`src/rtl/eobr_pkg.sv`:
```
package eobr_pkg;

	// Field widths of the stream payloads.
	localparam int IDX_W  = 20;
	localparam int SIZE_W = 32;
	localparam int OFF_W  = 48;
	localparam int LEN_W  = 32;
	localparam int ST_W   = 2;

	// Packed stream widths, padded to whole bytes.
	localparam int S_DATA_W = 160;
	localparam int M_DATA_W = 88;

	// Defaults for the top-level parameters.
	localparam int DEF_RANGES  = 16;
	localparam int DEF_MAX_RUN = 64;

	// Input operation codes.
	localparam logic OP_LOAD  = 1'b0;
	localparam logic OP_QUERY = 1'b1;

	// Result status codes.
	localparam logic [ST_W-1:0] ST_OK      = 2'd0;
	localparam logic [ST_W-1:0] ST_BOUNDS  = 2'd1;
	localparam logic [ST_W-1:0] ST_NOCOVER = 2'd2;
	localparam logic [ST_W-1:0] ST_TOOLONG = 2'd3;

	// Configuration port: 64-bit registers at 8-byte spacing.
	localparam int CFG_ADDR_W = 4;
	localparam int CFG_DATA_W = 64;
	localparam int CNT_REG_W  = 5;
	localparam logic REG_FSIZE       = 1'b0;
	localparam logic REG_RANGE_COUNT = 1'b1;

	// One range table entry.
	typedef struct packed {
		logic [SIZE_W-1:0] size;
		logic [IDX_W-1:0]  last;
		logic [IDX_W-1:0]  first;
	} entry_t;

	localparam int ENT_W = $bits(entry_t);

endpackage

```
`src/rtl/eobr_ram.sv`:
```
module eobr_ram #(
	parameter int WIDTH  = 8,
	parameter int DEPTH  = 16,
	parameter int ADDR_W = (DEPTH > 1) ? $clog2(DEPTH) : 1
) (
	input  logic              clk,
	input  logic              we,
	input  logic [ADDR_W-1:0] waddr,
	input  logic [WIDTH-1:0]  wdata,
	input  logic [ADDR_W-1:0] raddr,
	output logic [WIDTH-1:0]  rdata
);

	logic [WIDTH-1:0] mem [DEPTH];

	// One write port and one registered read port.
	always_ff @(posedge clk) begin
		if (we) begin
			mem[waddr] <= wdata;
		end
		rdata <= mem[raddr];
	end

endmodule

```
`src/rtl/eobr_div.sv`:
```
module eobr_div
	import eobr_pkg::*;
(
	input  logic              clk,
	input  logic              arst_n,
	input  logic              start,
	input  logic [OFF_W-1:0]  dividend,
	input  logic [SIZE_W-1:0] divisor,
	output logic              done,
	output logic [IDX_W-1:0]  quot,
	output logic [SIZE_W-1:0] rmd
);

	// The quotient is known to fit in IDX_W bits, so the shifted divisor
	// starts at divisor << (IDX_W - 1).
	localparam int DW     = SIZE_W + IDX_W;
	localparam int STEP_W = $clog2(IDX_W);

	logic              busy_q;
	logic              done_q;
	logic [STEP_W-1:0] step_q;
	logic [DW-1:0]     rem_q;
	logic [DW-1:0]     dsh_q;
	logic [IDX_W-1:0]  quot_q;
	logic              ge_c;

	assign ge_c = rem_q >= dsh_q;

	// Restoring division, one quotient bit per cycle.
	always_ff @(posedge clk or negedge arst_n) begin
		if (!arst_n) begin
			busy_q <= 1'b0;
			done_q <= 1'b0;
			step_q <= '0;
		end else begin
			done_q <= 1'b0;
			if (start) begin
				busy_q <= 1'b1;
				step_q <= '0;
				rem_q  <= DW'(dividend);
				dsh_q  <= {1'b0, divisor, {(IDX_W - 1){1'b0}}};
			end else if (busy_q) begin
				if (ge_c) begin
					rem_q <= rem_q - dsh_q;
				end
				quot_q <= {quot_q[IDX_W-2:0], ge_c};
				dsh_q  <= dsh_q >> 1;
				step_q <= step_q + STEP_W'(1);
				if (step_q == STEP_W'(IDX_W - 1)) begin
					busy_q <= 1'b0;
					done_q <= 1'b1;
				end
			end
		end
	end

	assign done = done_q;
	assign quot = quot_q;
	assign rmd  = rem_q[SIZE_W-1:0];

endmodule

```
`src/rtl/extent_offset_to_block_run.sv`:
```
// Block-run locator over a table of block ranges.
// Input stream: s_axis_tuser is the op. A load (op 0) writes one range entry
// into the table and finishes in the cycle it is accepted. A query (op 1)
// gives a byte offset and a length; the block answers on the output stream
// with one transfer per block of the run (status in m_axis_tuser, the last
// block marked by m_axis_tlast), or with a single error transfer.
// The APB port holds the file length at address 0 and the range count at
// address 8; write them only while no query is in flight.
// A query runs the bounds check (S_CHECK), a search that reads, multiplies
// and compares each range in turn (S_WRD, S_WMUL, S_WCMP), the shared
// divider that splits the offset inside the start range, and then two walks
// over the run: one that counts and checks it, one that sends it. Each walk
// steps through the blocks and reads in each range entered after the start
// range (S_NRD, S_NLD); the sending walk first reloads the start range
// (S_RRD, S_RLD). s_axis_tready is high only while no query is active.
// A stalled receiver holds the output register and pauses the sending walk.
// Reset clears the config registers, the control state and the output valid
// flag; the range table itself is not cleared and must be loaded before use.
module extent_offset_to_block_run
	import eobr_pkg::*;
#(
	parameter int RANGES  = DEF_RANGES,
	parameter int MAX_RUN = DEF_MAX_RUN
) (
	input  logic                  clk,
	input  logic                  arst_n,
	// Input stream.
	input  logic                  s_axis_tvalid,
	output logic                  s_axis_tready,
	// tdata: range_slot[3:0], first_index[23:4], last_index[43:24],
	// block_bytes[75:44], byte_offset[123:76], byte_length[155:124], zero pad.
	input  logic [S_DATA_W-1:0]   s_axis_tdata,
	// tuser: op[0].
	input  logic                  s_axis_tuser,
	// Output stream.
	output logic                  m_axis_tvalid,
	input  logic                  m_axis_tready,
	// tdata: block_index[19:0], block_size[51:20], start_offset[83:52], zero pad.
	output logic [M_DATA_W-1:0]   m_axis_tdata,
	// tuser: status[1:0].
	output logic [ST_W-1:0]       m_axis_tuser,
	output logic                  m_axis_tlast,
	// Configuration port.
	input  logic                  psel,
	input  logic                  penable,
	input  logic                  pwrite,
	input  logic [CFG_ADDR_W-1:0] paddr,
	input  logic [CFG_DATA_W-1:0] pwdata,
	output logic [CFG_DATA_W-1:0] prdata,
	output logic                  pready
);

	localparam int AW     = (RANGES > 1) ? $clog2(RANGES) : 1;
	localparam int CW     = $clog2(RANGES + 1);
	localparam int NW     = $clog2(MAX_RUN + 1);
	localparam int PW     = SIZE_W + NW;
	localparam int BLK_W  = IDX_W + 1;
	localparam int PROD_W = BLK_W + SIZE_W;

	typedef enum logic [3:0] {
		S_IDLE, S_CHECK, S_WRD, S_WMUL, S_WCMP, S_DIV,
		S_RUN, S_NRD, S_NLD, S_RRD, S_RLD, S_ERR
	} state_t;

	state_t            state_q;
	logic [OFF_W-1:0]  fsize_q;
	logic [CNT_REG_W-1:0] range_count_q;

	logic [OFF_W-1:0]  off_q;
	logic [LEN_W-1:0]  len_q;
	logic [OFF_W-1:0]  rem_q;
	logic [PROD_W-1:0] prod_q;
	logic [CW-1:0]     r_q;
	logic [CW-1:0]     found_q;
	logic [IDX_W-1:0]  ent_first_q;
	logic [IDX_W-1:0]  ent_last_q;
	logic [SIZE_W-1:0] ent_size_q;
	logic [IDX_W-1:0]  start_idx_q;
	logic [SIZE_W-1:0] soff_q;
	logic [IDX_W-1:0]  i_q;
	logic [NW-1:0]     n_q;
	logic [PW-1:0]     prc_q;
	logic              emit_q;
	logic [ST_W-1:0]   err_q;

	logic              m_valid_q;
	logic [M_DATA_W-1:0] m_data_q;
	logic [ST_W-1:0]   m_user_q;
	logic              m_last_q;

	// Input field views.
	logic [3:0]        in_slot;
	entry_t            in_ent;
	logic [OFF_W-1:0]  in_off;
	logic [LEN_W-1:0]  in_len;

	assign in_slot       = s_axis_tdata[3:0];
	assign in_ent.first  = s_axis_tdata[23:4];
	assign in_ent.last   = s_axis_tdata[43:24];
	assign in_ent.size   = s_axis_tdata[75:44];
	assign in_off        = s_axis_tdata[123:76];
	assign in_len        = s_axis_tdata[155:124];

	// Handshakes.
	logic in_xfer;
	logic out_free;

	assign s_axis_tready = (state_q == S_IDLE);
	assign in_xfer       = s_axis_tvalid && s_axis_tready;
	assign out_free      = !m_valid_q || m_axis_tready;

	// Range table.
	logic              ram_we;
	logic [8:0]        slot_ext;
	logic [AW-1:0]     ram_waddr;
	logic [ENT_W-1:0]  ram_rdata;
	entry_t            rd_ent;

	assign slot_ext  = 9'(in_slot);
	assign ram_waddr = slot_ext[AW-1:0];
	assign ram_we    = in_xfer && (s_axis_tuser == OP_LOAD) && (32'(in_slot) < RANGES);
	assign rd_ent    = entry_t'(ram_rdata);

	eobr_ram #(
		.WIDTH  (ENT_W),
		.DEPTH  (RANGES),
		.ADDR_W (AW)
	) u_table (
		.clk   (clk),
		.we    (ram_we),
		.waddr (ram_waddr),
		.wdata (ENT_W'(in_ent)),
		.raddr (r_q[AW-1:0]),
		.rdata (ram_rdata)
	);

	// Number of valid entries, clamped to the table depth.
	logic [CW-1:0] cnt_c;
	logic          last_range_c;

	assign cnt_c = (32'(range_count_q) > RANGES) ? CW'(RANGES) : CW'(range_count_q);
	assign last_range_c = ({1'b0, r_q} + (CW + 1)'(1)) >= {1'b0, cnt_c};

	// Size of the range just read: block count times block size.
	logic [BLK_W-1:0]  blocks_c;
	logic [PROD_W-1:0] prod_c;
	logic              skip_c;

	assign blocks_c = (rd_ent.last < rd_ent.first) ? '0 :
		({1'b0, rd_ent.last} - {1'b0, rd_ent.first} + BLK_W'(1));
	assign prod_c   = PROD_W'(blocks_c) * PROD_W'(rd_ent.size);
	assign skip_c   = rd_ent.last < rd_ent.first;

	// Search compare and bounds check.
	logic              rem_ge_c;
	logic              oob_c;

	assign rem_ge_c = PROD_W'(rem_q) >= prod_q;
	assign oob_c    = (off_q >= fsize_q) ||
		(({1'b0, off_q} + (OFF_W + 1)'(len_q)) > {1'b0, fsize_q});

	// Shared divider for the start block and the offset inside it.
	logic              div_start;
	logic              div_done;
	logic [IDX_W-1:0]  div_quot;
	logic [SIZE_W-1:0] div_rmd;

	assign div_start = (state_q == S_WCMP) && !rem_ge_c;

	eobr_div u_div (
		.clk      (clk),
		.arst_n   (arst_n),
		.start    (div_start),
		.dividend (rem_q),
		.divisor  (ent_size_q),
		.done     (div_done),
		.quot     (div_quot),
		.rmd      (div_rmd)
	);

	// Per-block step of the run walk.
	logic              first_c;
	logic [SIZE_W-1:0] add_c;
	logic [PW-1:0]     prc_nxt_c;
	logic              covered_c;
	logic              step_c;
	logic              full_c;
	logic              out_load_c;

	assign first_c   = (n_q == '0);
	assign add_c     = first_c ? (ent_size_q - soff_q) : ent_size_q;
	assign prc_nxt_c = prc_q + PW'(add_c);
	assign covered_c = prc_nxt_c >= PW'(len_q);
	assign step_c    = !emit_q || out_free;
	assign full_c    = 32'(n_q) >= MAX_RUN;

	// The output register takes a block of the sending walk or an error.
	assign out_load_c = out_free &&
		(((state_q == S_RUN) && emit_q && !full_c) || (state_q == S_ERR));

	// Sequencer, working registers and output register.
	always_ff @(posedge clk or negedge arst_n) begin
		if (!arst_n) begin
			state_q   <= S_IDLE;
			m_valid_q <= 1'b0;
			emit_q    <= 1'b0;
			r_q       <= '0;
		end else begin
			if (out_load_c) begin
				m_valid_q <= 1'b1;
			end else if (m_axis_tready) begin
				m_valid_q <= 1'b0;
			end
			case (state_q)
				S_IDLE: begin
					if (in_xfer && (s_axis_tuser == OP_QUERY)) begin
						off_q   <= in_off;
						len_q   <= in_len;
						state_q <= S_CHECK;
					end
				end
				S_CHECK: begin
					rem_q <= off_q;
					r_q   <= '0;
					if (oob_c) begin
						err_q   <= ST_BOUNDS;
						state_q <= S_ERR;
					end else if (cnt_c == '0) begin
						err_q   <= ST_NOCOVER;
						state_q <= S_ERR;
					end else begin
						state_q <= S_WRD;
					end
				end
				S_WRD: begin
					state_q <= S_WMUL;
				end
				S_WMUL: begin
					ent_first_q <= rd_ent.first;
					ent_last_q  <= rd_ent.last;
					ent_size_q  <= rd_ent.size;
					prod_q      <= prod_c;
					state_q     <= S_WCMP;
				end
				S_WCMP: begin
					if (rem_ge_c) begin
						rem_q <= rem_q - prod_q[OFF_W-1:0];
						if (last_range_c) begin
							err_q   <= ST_NOCOVER;
							state_q <= S_ERR;
						end else begin
							r_q     <= r_q + CW'(1);
							state_q <= S_WRD;
						end
					end else begin
						found_q <= r_q;
						state_q <= S_DIV;
					end
				end
				S_DIV: begin
					if (div_done) begin
						start_idx_q <= ent_first_q + div_quot;
						i_q         <= ent_first_q + div_quot;
						soff_q      <= div_rmd;
						n_q         <= '0;
						prc_q       <= '0;
						emit_q      <= 1'b0;
						state_q     <= S_RUN;
					end
				end
				S_RUN: begin
					if (step_c) begin
						if (full_c) begin
							err_q   <= ST_TOOLONG;
							state_q <= S_ERR;
						end else begin
							n_q   <= n_q + NW'(1);
							prc_q <= prc_nxt_c;
							if (emit_q) begin
								m_user_q  <= ST_OK;
								m_last_q  <= covered_c;
								m_data_q  <= {4'b0, (first_c ? soff_q : SIZE_W'(0)),
									ent_size_q, i_q};
							end
							if (covered_c) begin
								if (emit_q) begin
									emit_q  <= 1'b0;
									state_q <= S_IDLE;
								end else begin
									// Run checked; walk it again and send it.
									emit_q  <= 1'b1;
									r_q     <= found_q;
									state_q <= S_RRD;
								end
							end else if (i_q >= ent_last_q) begin
								if (last_range_c) begin
									err_q   <= ST_NOCOVER;
									state_q <= S_ERR;
								end else begin
									r_q     <= r_q + CW'(1);
									state_q <= S_NRD;
								end
							end else begin
								i_q <= i_q + IDX_W'(1);
							end
						end
					end
				end
				S_NRD: begin
					state_q <= S_NLD;
				end
				S_NLD: begin
					ent_first_q <= rd_ent.first;
					ent_last_q  <= rd_ent.last;
					ent_size_q  <= rd_ent.size;
					i_q         <= rd_ent.first;
					if (!skip_c) begin
						state_q <= S_RUN;
					end else if (last_range_c) begin
						// A reversed range holds no blocks.
						err_q   <= ST_NOCOVER;
						state_q <= S_ERR;
					end else begin
						r_q     <= r_q + CW'(1);
						state_q <= S_NRD;
					end
				end
				S_RRD: begin
					state_q <= S_RLD;
				end
				S_RLD: begin
					ent_first_q <= rd_ent.first;
					ent_last_q  <= rd_ent.last;
					ent_size_q  <= rd_ent.size;
					i_q         <= start_idx_q;
					n_q         <= '0;
					prc_q       <= '0;
					state_q     <= S_RUN;
				end
				S_ERR: begin
					if (out_free) begin
						m_user_q  <= err_q;
						m_last_q  <= 1'b1;
						m_data_q  <= '0;
						state_q   <= S_IDLE;
					end
				end
				default: begin
					state_q <= S_IDLE;
				end
			endcase
		end
	end

	assign m_axis_tvalid = m_valid_q;
	assign m_axis_tdata  = m_data_q;
	assign m_axis_tuser  = m_user_q;
	assign m_axis_tlast  = m_last_q;

	// Configuration registers; the register is picked by address bit 3.
	always_ff @(posedge clk or negedge arst_n) begin
		if (!arst_n) begin
			fsize_q       <= '0;
			range_count_q <= '0;
		end else if (psel && penable && pwrite && pready) begin
			case (paddr[3])
				REG_FSIZE:       fsize_q       <= pwdata[OFF_W-1:0];
				REG_RANGE_COUNT: range_count_q <= pwdata[CNT_REG_W-1:0];
				default: ;
			endcase
		end
	end

	// Register read back.
	always_comb begin
		case (paddr[3])
			REG_FSIZE:       prdata = CFG_DATA_W'(fsize_q);
			REG_RANGE_COUNT: prdata = CFG_DATA_W'(range_count_q);
			default:         prdata = '0;
		endcase
	end

	assign pready = 1'b1;

endmodule
```
`config.mk`:
```
export PLATFORM = sky130hd
export DESIGN_NAME = extent_offset_to_block_run
export DESIGN_NICKNAME = d
export VERILOG_FILES = /design/src/rtl/eobr_pkg.sv /design/src/rtl/eobr_ram.sv /design/src/rtl/eobr_div.sv /design/src/rtl/extent_offset_to_block_run.sv
export SDC_FILE = /design/constraint.sdc
export NUM_CORES = 2
export LEC_CHECK = 0
export ABC_AREA = 0
export BUFFER_PORTS_ARGS = -buffer_cell sky130_fd_sc_hd__buf_2
export CAP_MARGIN = 10
export CORE_AREA = 2 2 428 430
export CTS_BUF_LIST = sky130_fd_sc_hd__clkbuf_8
export CTS_CLUSTER_DIAMETER = 80
export DETAILED_ROUTE_END_ITERATION = 10
export DIE_AREA = 0 0 430 432
export PLACE_DENSITY = 0.8
export REMOVE_ABC_BUFFERS = 1
export SETUP_SLACK_MARGIN = 0.1
export SLEW_MARGIN = 0
export SYNTH_ARGS = -nofsm -noshare
export SYNTH_HDL_FRONTEND = slang
export SYNTH_SLANG_ARGS = --single-unit
```
`constraint.sdc`:
```
create_clock -name clk -period 14.65 [get_ports clk]
set_clock_uncertainty 0.2 [all_clocks]
set_input_delay 0.7325 -clock clk [delete_from_list [all_inputs] [get_ports clk]]
set_output_delay 0.7325 -clock clk [all_outputs]
set_load 0.05 [all_outputs]
```
==> flow_metrics.env <==
export IMPL_drv_slew=0
export IMPL_syn_inst=8292
export IMPL_routed_wl_mm=294.5
export IMPL_cts_buffers=316
export IMPL_antenna_found_initial=23
export IMPL_route_vias_total=72064
export IMPL_ant_nets=0
export IMPL_crit_arrival_ps=11880
export IMPL_fill_cells=12342
export IMPL_cp_end_kind="flop"
export IMPL_layout_min_cycle_time_ps=11310
export IMPL_outcome="completed"
export IMPL_synthToLayoutAreaGrowth_pct=11.43
export IMPL_hpwlAfterDp_mm=199.0
export IMPL_io_pins=394
export IMPL_clkTransAtPathRegs_ps=60
export IMPL_ys_async_sr_fraction_pct=3.769
export IMPL_grt_pass1_vias=73424
export IMPL_rsz0062_at_grt="no"
export IMPL_cts_max_level=5
export IMPL_tightest_slew_ps=1222
export IMPL_crit_type="reg -> reg"
export IMPL_ys_warnings_count=0
export IMPL_setup_viol=0
export IMPL_worst_r2r_setup_slack_ps=3340
export IMPL_synth_distinct_cells=102
export IMPL_post_cts_resized=0
export IMPL_crit_buf_inv=7
export IMPL_numClockSinks=1884
export IMPL_fmax_mhz=88.44
export IMPL_cp_top_family="adder cells"
export IMPL_gp_congestion=0.9609
export IMPL_root_buffer="clkbuf_8"
export IMPL_first_pass_iters=6
export IMPL_fin_setup_tns_ps=0
export IMPL_clk_path_buf_depth=4
export IMPL_cts_tree="done"
export IMPL_slowest_delay_ps=630
export IMPL_hold_buffers=204
export IMPL_coreArea_um2=181700
export IMPL_fp_dieW_um=430
export IMPL_hp_class="in -> reg"
export IMPL_grt_pass1_wl_mm=440.2
export IMPL_route_detailed_drc=0
export IMPL_drv_cap=0
export IMPL_required_ps=15220
export IMPL_drtIter0Drc=7928
export IMPL_drive_gt1_share_pct=14.88
export IMPL_io_buffer_count=349
export IMPL_synth_edf_count=1741
export IMPL_path_max_fanout=135
export IMPL_startpoint_type="flop"
export IMPL_hold_viol=0
export IMPL_row_count=157
export IMPL_final_common_cell="edfxtp_1"
export IMPL_clk_latency_ps=1110
export IMPL_grt_ovfl_total=0
export IMPL_mostFrequentLayoutCells="1741 x edfxtp_1, 1068 x inv_1, 675 x nand2_1, 583 x fa_1, 575 x ha_1"
export IMPL_syn_cell_area_um2=108300
export IMPL_avgRoutedWirePerCell_um=25.48
export IMPL_slew_headroom_pct=18.42
export IMPL_fin_crit_sh_pct=77.18
export IMPL_slowest_stage="and2_1"
export IMPL_die_area_um2=185800
export IMPL_fin_nets=10318
export IMPL_synth_top_flop_cell="edfxtp_1"
export IMPL_grt_max_degree=178
export IMPL_avgSynthCellArea_um2=13.06
export IMPL_yosysSeqAreaShare_pct=51.23
export IMPL_fp_dieH_um=432
export IMPL_post_cts_buffers=0
export IMPL_start_util_pct=59.62
export IMPL_critical_path_most_common_cell="fa_1"
export IMPL_ys_seq_elements=1884
export IMPL_viasPerCell=6.236
export IMPL_grt_util_all_layers_pct=31.57
==> final cells by class <==
| cell class | count | area, um^2 | share of cell area, % |
|---|---|---|---|
| Clock inverter | 213 | 1186 | 0.9826 |
| Timing Repair Buffer | 673 | 4730 | 3.918 |
| Tap cell | 2385 | 2984 | 2.472 |
| Multi-Input combinational cell | 5081 | 47950 | 39.72 |
| Inverter | 968 | 3638 | 3.014 |
| Antenna cell | 13 | 32.53 | 0.02695 |
| Clock buffer | 340 | 4679 | 3.876 |
| Sequential cell | 1884 | 55510 | 45.99 |
==> through the flow <==
step | cell area, um^2 | setup WS [ps] | std cells | util, % | hold slack, ps
5_1_grt | 120700 | 2849 | 11554 | 66.43 | 78.47
3_5_place_dp | 112800 | 3450 | 10787 | 62.07 | 219.7
4_1_cts | 120700 | 3457 | 11544 | 66.42 | 28.33
6_report | 120700 | 3343 | 11557 | 66.43 | 102.4
2_1_floorplan | 106900 | 724.7 | 7933 | - | 208.2
3_3_place_gp | 112800 | 3578 | 10787 | 62.07 | 217.5
==> cell usage after synthesis, types with 48 or more instances <==
cell | number | area [um^2]
clkbuf_1 | 264 | 991.0
xor2_1 | 116 | 1016
and2_1 | 145 | 907.1
nand3_1 | 251 | 1256
nor2_1 | 372 | 1396
and3_1 | 152 | 950.9
nor3_1 | 104 | 520.5
fa_1 | 583 | 11670
nand2_1 | 677 | 2541
a21o_1 | 192 | 1441
buf_1 | 69 | 259.0
mux2_2 | 58 | 653.1
dfrtp_1 | 71 | 1777
edfxtp_1 | 1741 | 52280
o21ai_0 | 270 | 1351
inv_1 | 966 | 3626
a21oi_1 | 299 | 1496
o31ai_1 | 48 | 360.4
xnor2_1 | 186 | 1629
mux4_2 | 360 | 8108
nand4_1 | 60 | 375.4
dfxtp_1 | 72 | 1441
nand2b_1 | 53 | 331.6
ha_1 | 575 | 7194
==> state kept, by name (all words and copies together), names as in the netlist, 32 cells and up <==
register / cells
ent_size_q: 32
prod_q: 53
off_q: 48
rem_q: 48
fsize_q: 48
soff_q: 32
u_div.rem_q: 52
len_q: 32
u_table.rdata: 72
u_div.dsh_q: 52
m_axis_tdata: 84
prc_q: 39
u_table.mem: 1152
==> routing by layer <==
| metal | part of all wire (%) | track usage [%] |
|---|---|---|
| met5 | 0.037 | 0 |
| met4 | 6.0 | 17.17 |
| met3 | 8.9 | 5.418 |
| met2 | 49 | 52.39 |
| met1 | 36 | 39.85 |
==> cell families after synthesis <==
group	after synthesis	share of synthesized area, %
compound gates	1177	7.009
xor+xnor	302	2.442
fa+ha+maj	1158	17.41
buf+inv	1346	4.777
flops	1884	51.23
mux	463	8.512
other cells	2	0.006932
simple gates	1960	8.610
==> worst reg2reg max path: cells and delay by family (launching register included) <==
family / cells / cell delay (ps)
simple gates: 5 / 1390
fa+ha+maj: 10 / 4630
buf+inv: 7 / 1150
flops: 1 / 380
xor+xnor: 1 / 90
compound gates: 12 / 3210
==> path summary, 6_finish.rpt <==
path / startpoint / to / cells past startpoint
min reg2reg: u_table.rdata[24] / ent_last_q[4] / 0
max in group asynchronous: arst_n / fsize_q[30] / 3
max: u_table.rdata[14] / prod_q[51] / 35
min: s_axis_tdata[2] / u_table.mem[5][23] / 3
min in group asynchronous: arst_n / fsize_q[1] / 2
max reg2reg: u_table.rdata[14] / prod_q[51] / 35
Power is not shown: default switching activity piles up to over one toggle a cycle in this logic, so the estimate is an artifact.
